===== config.mk =====
export PLATFORM = sky130hd
export DESIGN_NAME = led_grid_serial_command_parser_top_flat
export DESIGN_NICKNAME = d
export VERILOG_FILES = /design/src/sv/lgscp_pkg.sv /design/src/sv/lgscp_rx_if.sv /design/src/sv/lgscp_datapath.sv /design/src/sv/lgscp_ctrl.sv /design/src/sv/led_grid_serial_command_parser_top.sv /design/src/flat_wrapper.sv
export VERILOG_INCLUDE_DIRS = /design/src /design/src/sv
export SDC_FILE = /design/constraint.sdc
export NUM_CORES = 1
export LEC_CHECK = 0
export BUFFER_PORTS_ARGS = -buffer_cell sky130_fd_sc_hd__buf_2
export CAP_MARGIN = 30
export CORE_MARGIN = 3
export CORE_UTILIZATION = 45
export CTS_CLUSTER_DIAMETER = 50
export DETAILED_ROUTE_END_ITERATION = 7
export PLACE_DENSITY = 0.66
export SYNTH_ARGS = -nofsm -noshare
export SYNTH_HDL_FRONTEND = slang
export SYNTH_SLANG_ARGS = --single-unit

===== constraint.sdc =====
create_clock -name clk -period 2.1 [get_ports clk]
set_input_delay 0.105 -clock clk [delete_from_list [all_inputs] [get_ports clk]]
set_output_delay 0.105 -clock clk [all_outputs]
set_load 0.02 [all_outputs]

===== src/sv/led_grid_serial_command_parser_top_macros.svh =====
// Assertion macros for the LED grid serial command parser.
// Included by the RTL files that carry concurrent checks; needs clk and rst_n in scope.
`ifndef LED_GRID_SERIAL_COMMAND_PARSER_TOP_MACROS_SVH
`define LED_GRID_SERIAL_COMMAND_PARSER_TOP_MACROS_SVH
`ifndef SYNTH
// Same-cycle implication, checked out of reset.
`define LGSCP_ASSERT_IMM(lbl, ante, cons, msg) \
    lbl: assert property (@(posedge clk) disable iff (!rst_n) (ante) |-> (cons)) \
        else $error(msg);
// Next-cycle implication, checked out of reset.
`define LGSCP_ASSERT_NXT(lbl, ante, cons, msg) \
    lbl: assert property (@(posedge clk) disable iff (!rst_n) (ante) |=> (cons)) \
        else $error(msg);
`else
`define LGSCP_ASSERT_IMM(lbl, ante, cons, msg)
`define LGSCP_ASSERT_NXT(lbl, ante, cons, msg)
`endif
`endif


===== src/sv/lgscp_pkg.sv =====
// Shared types for the LED grid serial command parser.
// No dependencies; used by the controller, the datapath and the top level.
`default_nettype none

package lgscp_pkg;

    // Commands from the controller to the datapath
    typedef struct packed {
        logic load_byte;   // take the received byte into the parser
        logic emit_step;   // produce the next pixel write
    } lgscp_cmd_t;

    // Status from the datapath to the controller
    typedef struct packed {
        logic job_pending; // the byte being loaded causes pixel writes
        logic job_last;    // the write about to be produced is the final one
        logic slot_free;   // output register can take a write this cycle
    } lgscp_status_t;

endpackage

`default_nettype wire


===== src/sv/lgscp_rx_if.sv =====
// Channel interfaces: received bytes in, pixel writes out.
// Depends on nothing; instantiated by the parent of the top level.
`default_nettype none

interface lgscp_rx_if;
    logic       valid;
    logic       ready;
    logic [7:0] rx_byte;

    modport source (output valid, output rx_byte, input ready);
    modport sink (input valid, input rx_byte, output ready);
endinterface

interface lgscp_pix_if;
    logic       valid;
    logic       ready;
    logic [3:0] pixel_index;
    logic [7:0] red_level;
    logic [7:0] green_level;
    logic [7:0] blue_level;
    logic       last_write;

    modport source (output valid, output pixel_index, output red_level,
                    output green_level, output blue_level, output last_write,
                    input ready);
    modport sink (input valid, input pixel_index, input red_level,
                  input green_level, input blue_level, input last_write,
                  output ready);
endinterface

`default_nettype wire


===== src/sv/lgscp_datapath.sv =====
// Parser state, pixel job registers and output register of the command parser.
// Depends on lgscp_pkg, lgscp_pix_if and the assertion macro header.
`default_nettype none
`include "led_grid_serial_command_parser_top_macros.svh"

module lgscp_datapath
    import lgscp_pkg::*;
#(
    parameter int GRID_SIDE = 4
) (
    input  wire logic          clk,
    input  wire logic          rst_n,
    input  wire logic [7:0]    rx_byte,
    input  wire lgscp_cmd_t    cmd,
    output lgscp_status_t      status,
    lgscp_pix_if.source        pix
);

    localparam int IdxW      = (GRID_SIDE > 1) ? $clog2(GRID_SIDE) : 1;
    localparam int PosW      = (2 * IdxW > 4) ? 2 * IdxW : 4;
    localparam int FillCount = (GRID_SIDE * GRID_SIDE > 16) ? 16 : GRID_SIDE * GRID_SIDE;
    localparam logic [3:0] FillLast = 4'(FillCount - 1);
    localparam logic [3:0] SideLast = 4'(GRID_SIDE - 1);
    localparam logic [3:0] SideNib  = 4'(GRID_SIDE);

    // Opcodes (high nibble of a command byte)
    localparam logic [3:0] OP_SET_COLOUR = 4'd1;
    localparam logic [3:0] OP_LED_ON     = 4'd2;
    localparam logic [3:0] OP_LED_OFF    = 4'd3;
    localparam logic [3:0] OP_ROW_MASK   = 4'd4;
    localparam logic [3:0] OP_COL_MASK   = 4'd5;
    localparam logic [3:0] OP_FRAME      = 4'd8;
    localparam logic [3:0] OP_FILL       = 4'd9;

    // Pixel job kinds
    localparam logic [1:0] JOB_FILL   = 2'd0;
    localparam logic [1:0] JOB_SINGLE = 2'd1;
    localparam logic [1:0] JOB_ROW    = 2'd2;
    localparam logic [1:0] JOB_COL    = 2'd3;

    // Parser state
    logic        awaiting_reg, awaiting_next;
    logic [7:0]  held_reg, held_next;
    logic [3:0]  dcount_reg, dcount_next;
    logic [15:0] staged_reg, staged_next;
    logic [23:0] draw_reg, draw_next;

    // Pixel job
    logic [1:0]      kind_reg, kind_next;
    logic [IdxW-1:0] fix_a_reg, fix_a_next;
    logic [IdxW-1:0] fix_b_reg, fix_b_next;
    logic [7:0]      mask_reg, mask_next;
    logic [3:0]      last_k_reg, last_k_next;
    logic [3:0]      k_reg, k_next;
    logic            pending;

    // Output register
    logic        out_valid_reg;
    logic [3:0]  index_reg;
    logic [23:0] colour_reg;
    logic        last_reg;

    logic [3:0] op, hop, arg, x_nib, y_nib, dcount_inc;

    assign op         = rx_byte[7:4];
    assign hop        = held_reg[7:4];
    assign arg        = held_reg[3:0];
    assign x_nib      = rx_byte[7:4];
    assign y_nib      = rx_byte[3:0];
    assign dcount_inc = dcount_reg + 4'd1;

    // Decode the incoming byte and set up the next parser state and job
    always_comb
    begin
        awaiting_next = awaiting_reg;
        held_next     = held_reg;
        dcount_next   = dcount_reg;
        staged_next   = staged_reg;
        draw_next     = draw_reg;
        kind_next     = kind_reg;
        fix_a_next    = fix_a_reg;
        fix_b_next    = fix_b_reg;
        mask_next     = mask_reg;
        last_k_next   = last_k_reg;
        pending       = 1'b0;

        if (awaiting_reg)
        begin
            held_next   = rx_byte;
            dcount_next = 4'd0;
            if (op == OP_SET_COLOUR || op == OP_LED_ON || op == OP_LED_OFF ||
                op == OP_ROW_MASK || op == OP_COL_MASK || op == OP_FRAME)
            begin
                awaiting_next = 1'b0;
            end
            else if (op == OP_FILL)
            begin
                pending     = 1'b1;
                kind_next   = JOB_FILL;
                mask_next   = {8{rx_byte[0]}};
                last_k_next = FillLast;
            end
        end
        else
        begin
            unique case (hop)
                OP_SET_COLOUR:
                begin
                    priority if (dcount_reg == 4'd0)
                    begin
                        staged_next = {rx_byte, 8'h00};
                        dcount_next = 4'd1;
                    end
                    else if (dcount_reg == 4'd1)
                    begin
                        staged_next = {staged_reg[15:8], rx_byte};
                        dcount_next = 4'd2;
                    end
                    else
                    begin
                        draw_next     = {staged_reg, rx_byte};
                        dcount_next   = 4'd0;
                        awaiting_next = 1'b1;
                    end
                end
                OP_LED_ON, OP_LED_OFF:
                begin
                    if (x_nib < SideNib && y_nib < SideNib)
                    begin
                        pending     = 1'b1;
                        kind_next   = JOB_SINGLE;
                        fix_a_next  = y_nib[IdxW-1:0];
                        fix_b_next  = x_nib[IdxW-1:0];
                        mask_next   = {8{hop == OP_LED_ON}};
                        last_k_next = 4'd0;
                    end
                    awaiting_next = 1'b1;
                end
                OP_ROW_MASK:
                begin
                    if (arg < SideNib)
                    begin
                        pending     = 1'b1;
                        kind_next   = JOB_ROW;
                        fix_a_next  = arg[IdxW-1:0];
                        mask_next   = rx_byte;
                        last_k_next = SideLast;
                    end
                    awaiting_next = 1'b1;
                end
                OP_COL_MASK:
                begin
                    if (arg < SideNib)
                    begin
                        pending     = 1'b1;
                        kind_next   = JOB_COL;
                        fix_b_next  = arg[IdxW-1:0];
                        mask_next   = rx_byte;
                        last_k_next = SideLast;
                    end
                    awaiting_next = 1'b1;
                end
                OP_FRAME:
                begin
                    if (dcount_reg < SideNib)
                    begin
                        pending     = 1'b1;
                        kind_next   = JOB_ROW;
                        fix_a_next  = dcount_reg[IdxW-1:0];
                        mask_next   = rx_byte;
                        last_k_next = SideLast;
                    end
                    dcount_next = dcount_inc;
                    if (dcount_inc >= SideNib)
                    begin
                        dcount_next   = 4'd0;
                        awaiting_next = 1'b1;
                    end
                end
                default:
                begin
                    dcount_next   = 4'd0;
                    awaiting_next = 1'b1;
                end
            endcase
        end
    end

    // Cell coordinates of the current write
    logic [IdxW-1:0] a_sel, b_sel, off;
    logic [PosW-1:0] serp_pos, pos;
    logic            colour_on;

    always_comb
    begin
        unique case (kind_reg)
            JOB_ROW:
            begin
                a_sel = fix_a_reg;
                b_sel = k_reg[IdxW-1:0];
            end
            JOB_COL:
            begin
                a_sel = k_reg[IdxW-1:0];
                b_sel = fix_b_reg;
            end
            default:
            begin
                a_sel = fix_a_reg;
                b_sel = fix_b_reg;
            end
        endcase
    end

    // Serpentine remap: even columns run from the last row up, odd columns from row 0 down
    assign off      = b_sel[0] ? a_sel : IdxW'(GRID_SIDE - 1) - a_sel;
    assign serp_pos = PosW'(b_sel) * PosW'(GRID_SIDE) + PosW'(off);
    assign pos      = (kind_reg == JOB_FILL) ? PosW'(k_reg) : serp_pos;
    assign colour_on = mask_reg[k_reg[2:0]];

    // Advance the write counter
    always_comb
    begin
        k_next = k_reg;
        if (cmd.load_byte && pending)
        begin
            k_next = 4'd0;
        end
        else if (cmd.emit_step)
        begin
            k_next = k_reg + 4'd1;
        end
    end

    // Hold parser and job state
    always_ff @(posedge clk or negedge rst_n)
    begin
        if (!rst_n)
        begin
            awaiting_reg <= 1'b1;
            held_reg     <= 8'd0;
            dcount_reg   <= 4'd0;
            staged_reg   <= 16'd0;
            draw_reg     <= 24'd0;
            kind_reg     <= JOB_FILL;
            fix_a_reg    <= '0;
            fix_b_reg    <= '0;
            mask_reg     <= 8'd0;
            last_k_reg   <= 4'd0;
            k_reg        <= 4'd0;
        end
        else
        begin
            if (cmd.load_byte)
            begin
                awaiting_reg <= awaiting_next;
                held_reg     <= held_next;
                dcount_reg   <= dcount_next;
                staged_reg   <= staged_next;
                draw_reg     <= draw_next;
                kind_reg     <= kind_next;
                fix_a_reg    <= fix_a_next;
                fix_b_reg    <= fix_b_next;
                mask_reg     <= mask_next;
                last_k_reg   <= last_k_next;
            end
            k_reg <= k_next;
        end
    end

    // Output valid: set on a write, drop when the sink takes it
    always_ff @(posedge clk or negedge rst_n)
    begin
        if (!rst_n)
        begin
            out_valid_reg <= 1'b0;
        end
        else if (cmd.emit_step)
        begin
            out_valid_reg <= 1'b1;
        end
        else if (pix.ready)
        begin
            out_valid_reg <= 1'b0;
        end
    end

    // Output payload
    always_ff @(posedge clk or negedge rst_n)
    begin
        if (!rst_n)
        begin
            index_reg  <= 4'd0;
            colour_reg <= 24'd0;
            last_reg   <= 1'b0;
        end
        else if (cmd.emit_step)
        begin
            index_reg  <= pos[3:0];
            colour_reg <= colour_on ? draw_reg : 24'd0;
            last_reg   <= (k_reg == last_k_reg);
        end
    end

    assign status.job_pending = pending;
    assign status.job_last    = (k_reg == last_k_reg);
    assign status.slot_free   = !out_valid_reg || pix.ready;

    assign pix.valid       = out_valid_reg;
    assign pix.pixel_index = index_reg;
    assign pix.red_level   = colour_reg[23:16];
    assign pix.green_level = colour_reg[15:8];
    assign pix.blue_level  = colour_reg[7:0];
    assign pix.last_write  = last_reg;

    `LGSCP_ASSERT_NXT(a_emit_fills_slot, cmd.emit_step, out_valid_reg, "write step left output empty")
    `LGSCP_ASSERT_IMM(a_k_in_range, cmd.emit_step, k_reg <= last_k_reg, "write counter overran job")
    `LGSCP_ASSERT_NXT(a_job_starts_at_zero, cmd.load_byte && pending, k_reg == 4'd0, "new job did not restart counter")

endmodule

`default_nettype wire


===== src/sv/lgscp_ctrl.sv =====
// Controller state machine: takes bytes while idle, steps pixel writes out.
// Depends on lgscp_pkg and the assertion macro header.
`default_nettype none
`include "led_grid_serial_command_parser_top_macros.svh"

module lgscp_ctrl
    import lgscp_pkg::*;
(
    input  wire logic          clk,
    input  wire logic          rst_n,
    input  wire logic          rx_valid,
    output logic               rx_ready,
    input  wire lgscp_status_t status,
    output lgscp_cmd_t         cmd
);

    localparam logic ST_IDLE = 1'b0;
    localparam logic ST_EMIT = 1'b1;

    logic state_reg, state_next;

    assign rx_ready      = (state_reg == ST_IDLE);
    assign cmd.load_byte = rx_valid && rx_ready;
    assign cmd.emit_step = (state_reg == ST_EMIT) && status.slot_free;

    // Next state
    always_comb
    begin
        state_next = state_reg;
        unique case (state_reg)
            ST_IDLE:
            begin
                if (cmd.load_byte && status.job_pending)
                begin
                    state_next = ST_EMIT;
                end
            end
            ST_EMIT:
            begin
                if (cmd.emit_step && status.job_last)
                begin
                    state_next = ST_IDLE;
                end
            end
            default:
            begin
                state_next = ST_IDLE;
            end
        endcase
    end

    // Hold state
    always_ff @(posedge clk or negedge rst_n)
    begin
        if (!rst_n)
        begin
            state_reg <= ST_IDLE;
        end
        else
        begin
            state_reg <= state_next;
        end
    end

    `LGSCP_ASSERT_NXT(a_job_enters_emit, cmd.load_byte && status.job_pending, state_reg == ST_EMIT, "job did not start")
    `LGSCP_ASSERT_NXT(a_last_ends_emit, cmd.emit_step && status.job_last, state_reg == ST_IDLE, "job did not end")
    `LGSCP_ASSERT_IMM(a_load_or_emit, 1'b1, !(cmd.load_byte && cmd.emit_step), "load during write")

endmodule

`default_nettype wire


===== src/sv/led_grid_serial_command_parser_top.sv =====
// Top level of the LED grid serial command parser.
// Depends on lgscp_pkg, the channel interfaces, lgscp_ctrl and lgscp_datapath.
//
//   channel  dir  payload                                      transaction
//   rx       in   rx_byte[7:0]                                 one serial byte
//   pix      out  pixel_index[3:0], red/green/blue_level[7:0],  one pixel write
//                 last_write
//
// A byte that writes no pixel does not block rx. A byte that writes pixels
// blocks rx until its writes are produced: one write for led on/off, GRID_SIDE
// for a row, column or frame byte, min(GRID_SIDE*GRID_SIDE, 16) for fill, set
// by the single write counter feeding the output register. A stalled pix sink
// holds the counter. The next byte is taken while the final write still waits.
// Reset returns the parser to idle with a black draw colour.
`default_nettype none

module led_grid_serial_command_parser_top
    import lgscp_pkg::*;
#(
    parameter int GRID_SIDE = 4
) (
    input  wire logic   clk,
    input  wire logic   rst_n,
    lgscp_rx_if.sink    rx,
    lgscp_pix_if.source pix
);

    lgscp_cmd_t    cmd;
    lgscp_status_t status;
    logic          rx_ready;

    assign rx.ready = rx_ready;

    lgscp_ctrl u_ctrl (
        .clk      (clk),
        .rst_n    (rst_n),
        .rx_valid (rx.valid),
        .rx_ready (rx_ready),
        .status   (status),
        .cmd      (cmd)
    );

    lgscp_datapath #(
        .GRID_SIDE (GRID_SIDE)
    ) u_datapath (
        .clk     (clk),
        .rst_n   (rst_n),
        .rx_byte (rx.rx_byte),
        .cmd     (cmd),
        .status  (status),
        .pix     (pix)
    );

endmodule

`default_nettype wire


===== src/flat_wrapper.sv =====
// flat-port wrapper written by rule: the top's interface ports become plain ports
module led_grid_serial_command_parser_top_flat import lgscp_pkg::*;
#(
    parameter int GRID_SIDE = 4
)
  (clk, rst_n, rx_valid, rx_rx_byte, rx_ready, pix_valid, pix_pixel_index, pix_red_level, pix_green_level, pix_blue_level, pix_last_write, pix_ready);
  lgscp_rx_if rx_i ();
  lgscp_pix_if pix_i ();
  input  wire logic clk;
  input  wire logic rst_n;
  input wire logic [$bits(rx_i.valid)-1:0] rx_valid;
  input wire logic [$bits(rx_i.rx_byte)-1:0] rx_rx_byte;
  output wire logic [$bits(rx_i.ready)-1:0] rx_ready;
  output wire logic [$bits(pix_i.valid)-1:0] pix_valid;
  output wire logic [$bits(pix_i.pixel_index)-1:0] pix_pixel_index;
  output wire logic [$bits(pix_i.red_level)-1:0] pix_red_level;
  output wire logic [$bits(pix_i.green_level)-1:0] pix_green_level;
  output wire logic [$bits(pix_i.blue_level)-1:0] pix_blue_level;
  output wire logic [$bits(pix_i.last_write)-1:0] pix_last_write;
  input wire logic [$bits(pix_i.ready)-1:0] pix_ready;
  assign rx_i.valid = rx_valid;
  assign rx_i.rx_byte = rx_rx_byte;
  assign rx_ready = rx_i.ready;
  assign pix_valid = pix_i.valid;
  assign pix_pixel_index = pix_i.pixel_index;
  assign pix_red_level = pix_i.red_level;
  assign pix_green_level = pix_i.green_level;
  assign pix_blue_level = pix_i.blue_level;
  assign pix_last_write = pix_i.last_write;
  assign pix_i.ready = pix_ready;
  led_grid_serial_command_parser_top #(.GRID_SIDE(GRID_SIDE)) u_core (.clk(clk), .rst_n(rst_n), .rx(rx_i), .pix(pix_i));
endmodule

==> out/qor.txt <==
status -> finished, final reports clean
final worst setup slack -> 0.241 ns
routability cong. -> 0.832
Worst Setup SP -> u_core.u_datapath.held_reg[6]$_DFFE_PN0P_
post-synthesis sequential area ratio -> 0.551
Post-Syn Instances -> 408
I/O Pins -> 43
Syn-to-layout area delta -> 13.0%
flop2flop setup slack -> 0.24 ns
initial DRC count -> 138
WHS -> 0.0597 ns
Int Pwr -> 4.24 mW
Final ANT Viol Nets -> 0
endpoint class of the critical path -> flop
grt total ovfl -> 0
sequential fraction of design power -> 0.465
period utilization -> 0.885
initial core utilization -> 0.472
Die H -> 108 um
total CTS buffers -> 9
Final Critical Period -> 1.86 ns
Via-to-Cell Ratio -> 5.38
Die W -> 108 um
Fmax -> 538 MHz
post-DP HPWL -> 6.67 mm
Worst EP arrival -> 2.15 ns
CTS clock-pin slew for the worst setup and hold paths -> 0.09 ns
flops & latches, synth -> 104
Hold Crit Depth -> 3
H-tree Lvls -> 3
root buf cell -> clkbuf_8
die area -> 11800 um2
clock power share -> 0.197
final WL -> 9.60 mm
Startpoint Class -> flop
hold_sp -> pix_ready
r2r endpoint -> u_core.u_datapath.mask_reg[7]$_DFFE_PN0P_
initial antenna violation count -> 0
skew final -> 0.0159 ns
Hold Crit Endpoint -> u_core.u_datapath.pix.valid$_DFFE_PN0P_
Max Cap Viol -> 0
share of layout cells above drive strength 1 -> 0.251
WL per Instance -> 16.2 um
CTS max path bufs -> 2
max-slew violations -> 0
Nets -> 469
via count -> 3180
Rows -> 36
CP Class -> flop to flop
Comb power frac -> 0.338
worst r2r src -> u_core.u_datapath.held_reg[6]$_DFFE_PN0P_
number of remaining DRC errors -> 0
final hold viol count -> 0
Port Buffers -> 42
CP Max Fanout -> 13
average size of a mapped cell -> 11.6 um2
hold crit path type -> primary input to flop
most frequent cells in the layout -> dfrtp_1, buf_2, o21ai_0
worst vdd ir -> 0.457 mV
clk_lat worst skew -> 0.37 ns
most common cell after layout, fill and taps aside -> dfrtp_1
pin count of the biggest net entering global routing -> 51
number of post-CTS setup repair buffers -> 0
fin cells -> 591
Slew @ Worst Pin -> 0.549 ns
setup TNS -> 0 ns
Power Density -> 1250 nW/um2
Pwr Total -> 6.69 mW
slew margin rel. -> 0.631
RSZ-0062 raised after global routing -> false
Post-synth EDFFs -> 0
NetSw -> 2.45 mW
Ys Warns -> 0
prevailing post-synth register cell -> dfrtp_1
Syn Std Cell Area -> 4720 um2
sw frac -> 0.367
Netlist cell types -> 55
core area -> 10000 um2
Clock Sinks -> 104
required time worst endpoint -> 2.39 ns
antenna cell count -> 0
P_leak -> 2.64 nW
reg2reg path depth -> 6
pre-CTS setup slack -> 0.149 ns
Total Routing Usage GR -> 0.184
Final setup viols -> 0
first-pass GRT wire length -> 16.7 mm
placed cells -> 574
CTS tree -> yes
vias in the first global route -> 3210
drt pass-1 iters -> 4
filler instances -> 905
final instance area -> 5340 um2
FFs w/ async S/R, synth -> 1.00
final core occ -> 0.534
syn_nets -> 424
Placed Instance Area -> 5110 um2
-- cells in the mapped netlist, types with 5 or more instances --
master / n / share of area
clkbuf_1: 13 / 0.010
dfrtp_1: 103 / 0.55
mux2i_1: 16 / 0.034
nand3_1: 10 / 0.011
buf_2: 8 / 0.0085
mux2_2: 24 / 0.057
a22o_1: 25 / 0.046
nand2b_1: 6 / 0.0079
nand2_1: 27 / 0.021
o21ai_0: 29 / 0.031
inv_1: 20 / 0.016
nor3_1: 9 / 0.0095
nor2_1: 18 / 0.014
mux2_1: 14 / 0.033
xor2_1: 5 / 0.0093
a21oi_1: 17 / 0.018
-- cell families after synthesis --
logic type / Yosys count / share of synthesized area
adders and majority gates: 4 / 0.0106
xor gates and xnor gates: 9 / 0.0167
and+or+nand+nor: 98 / 0.114
muxes: 56 / 0.134
AOI/OAI and AO/OA: 91 / 0.129
buffers and inverters: 46 / 0.0442
DFF: 104 / 0.551
-- power by group through the flow --
stage	clock network, mW	registers [mW]	logic, mW
global route	1.43	3.21	2.57
floorplan	0	2.99	1.82
CTS	1.35	3.11	2.29
global placement	0	3.12	2.20
detailed placement	0	3.15	2.28
finish	1.32	3.11	2.26
-- worst max-delay path, stage by stage (launching register included) --
cell,delay [ns]
dfrtp_1,0.50
buf_4,0.23
or3b_1,0.37
a21oi_2,0.24
and2b_4,0.24
a21oi_1,0.07
mux2i_1,0.13
-- timing repair --
| action | CTS | global route |
|---|---|---|
| resized for setup | 0 | 2 |
| endpoints found under the setup margin | 0 | 23 |
| endpoints found under the hold margin | 37 | 0 |
| hold buffers | 1 | 0 |
-- area by class of cell --
cell class	count	area, um2	share of cell area
Clock buffer	11	151	0.0284
Inverter	20	75.1	0.0141
Timing Repair Buffer	60	363	0.0680
Tap cell	133	166	0.0312
Multi-Input combinational cell	258	1920	0.359
Sequential cell	104	2600	0.488
Clock inverter	5	60.1	0.0113
-- worst max-delay path by stage --
stage                                            endpoint  slack, ns  cells past startpoint
3_3_place_gp    u_core.u_datapath.mask_reg[0]$_DFFE_PN0P_       0.21                      5
6_report        u_core.u_datapath.mask_reg[7]$_DFFE_PN0P_       0.24                      6
5_1_grt        u_core.u_datapath.draw_reg[21]$_DFFE_PN0P_       0.04                      6
3_5_place_dp    u_core.u_datapath.draw_reg[4]$_DFFE_PN0P_       0.15                      6
4_1_cts         u_core.u_datapath.mask_reg[7]$_DFFE_PN0P_       0.12                      5
2_1_floorplan  u_core.u_datapath.draw_reg[16]$_DFFE_PN0P_       0.28                      6
-- routing by layer --
metal | vias up | track usage | share of wire
met1 | 1583 | 0.264 | 0.48
li1 | 1533 | - | -
met2 | 49 | 0.282 | 0.48
met5 | - | 0 | 0
met4 | 0 | 0.0703 | 0.017
met3 | 15 | 0.0275 | 0.023
Note: power is estimated with default switching activity, not from simulation.
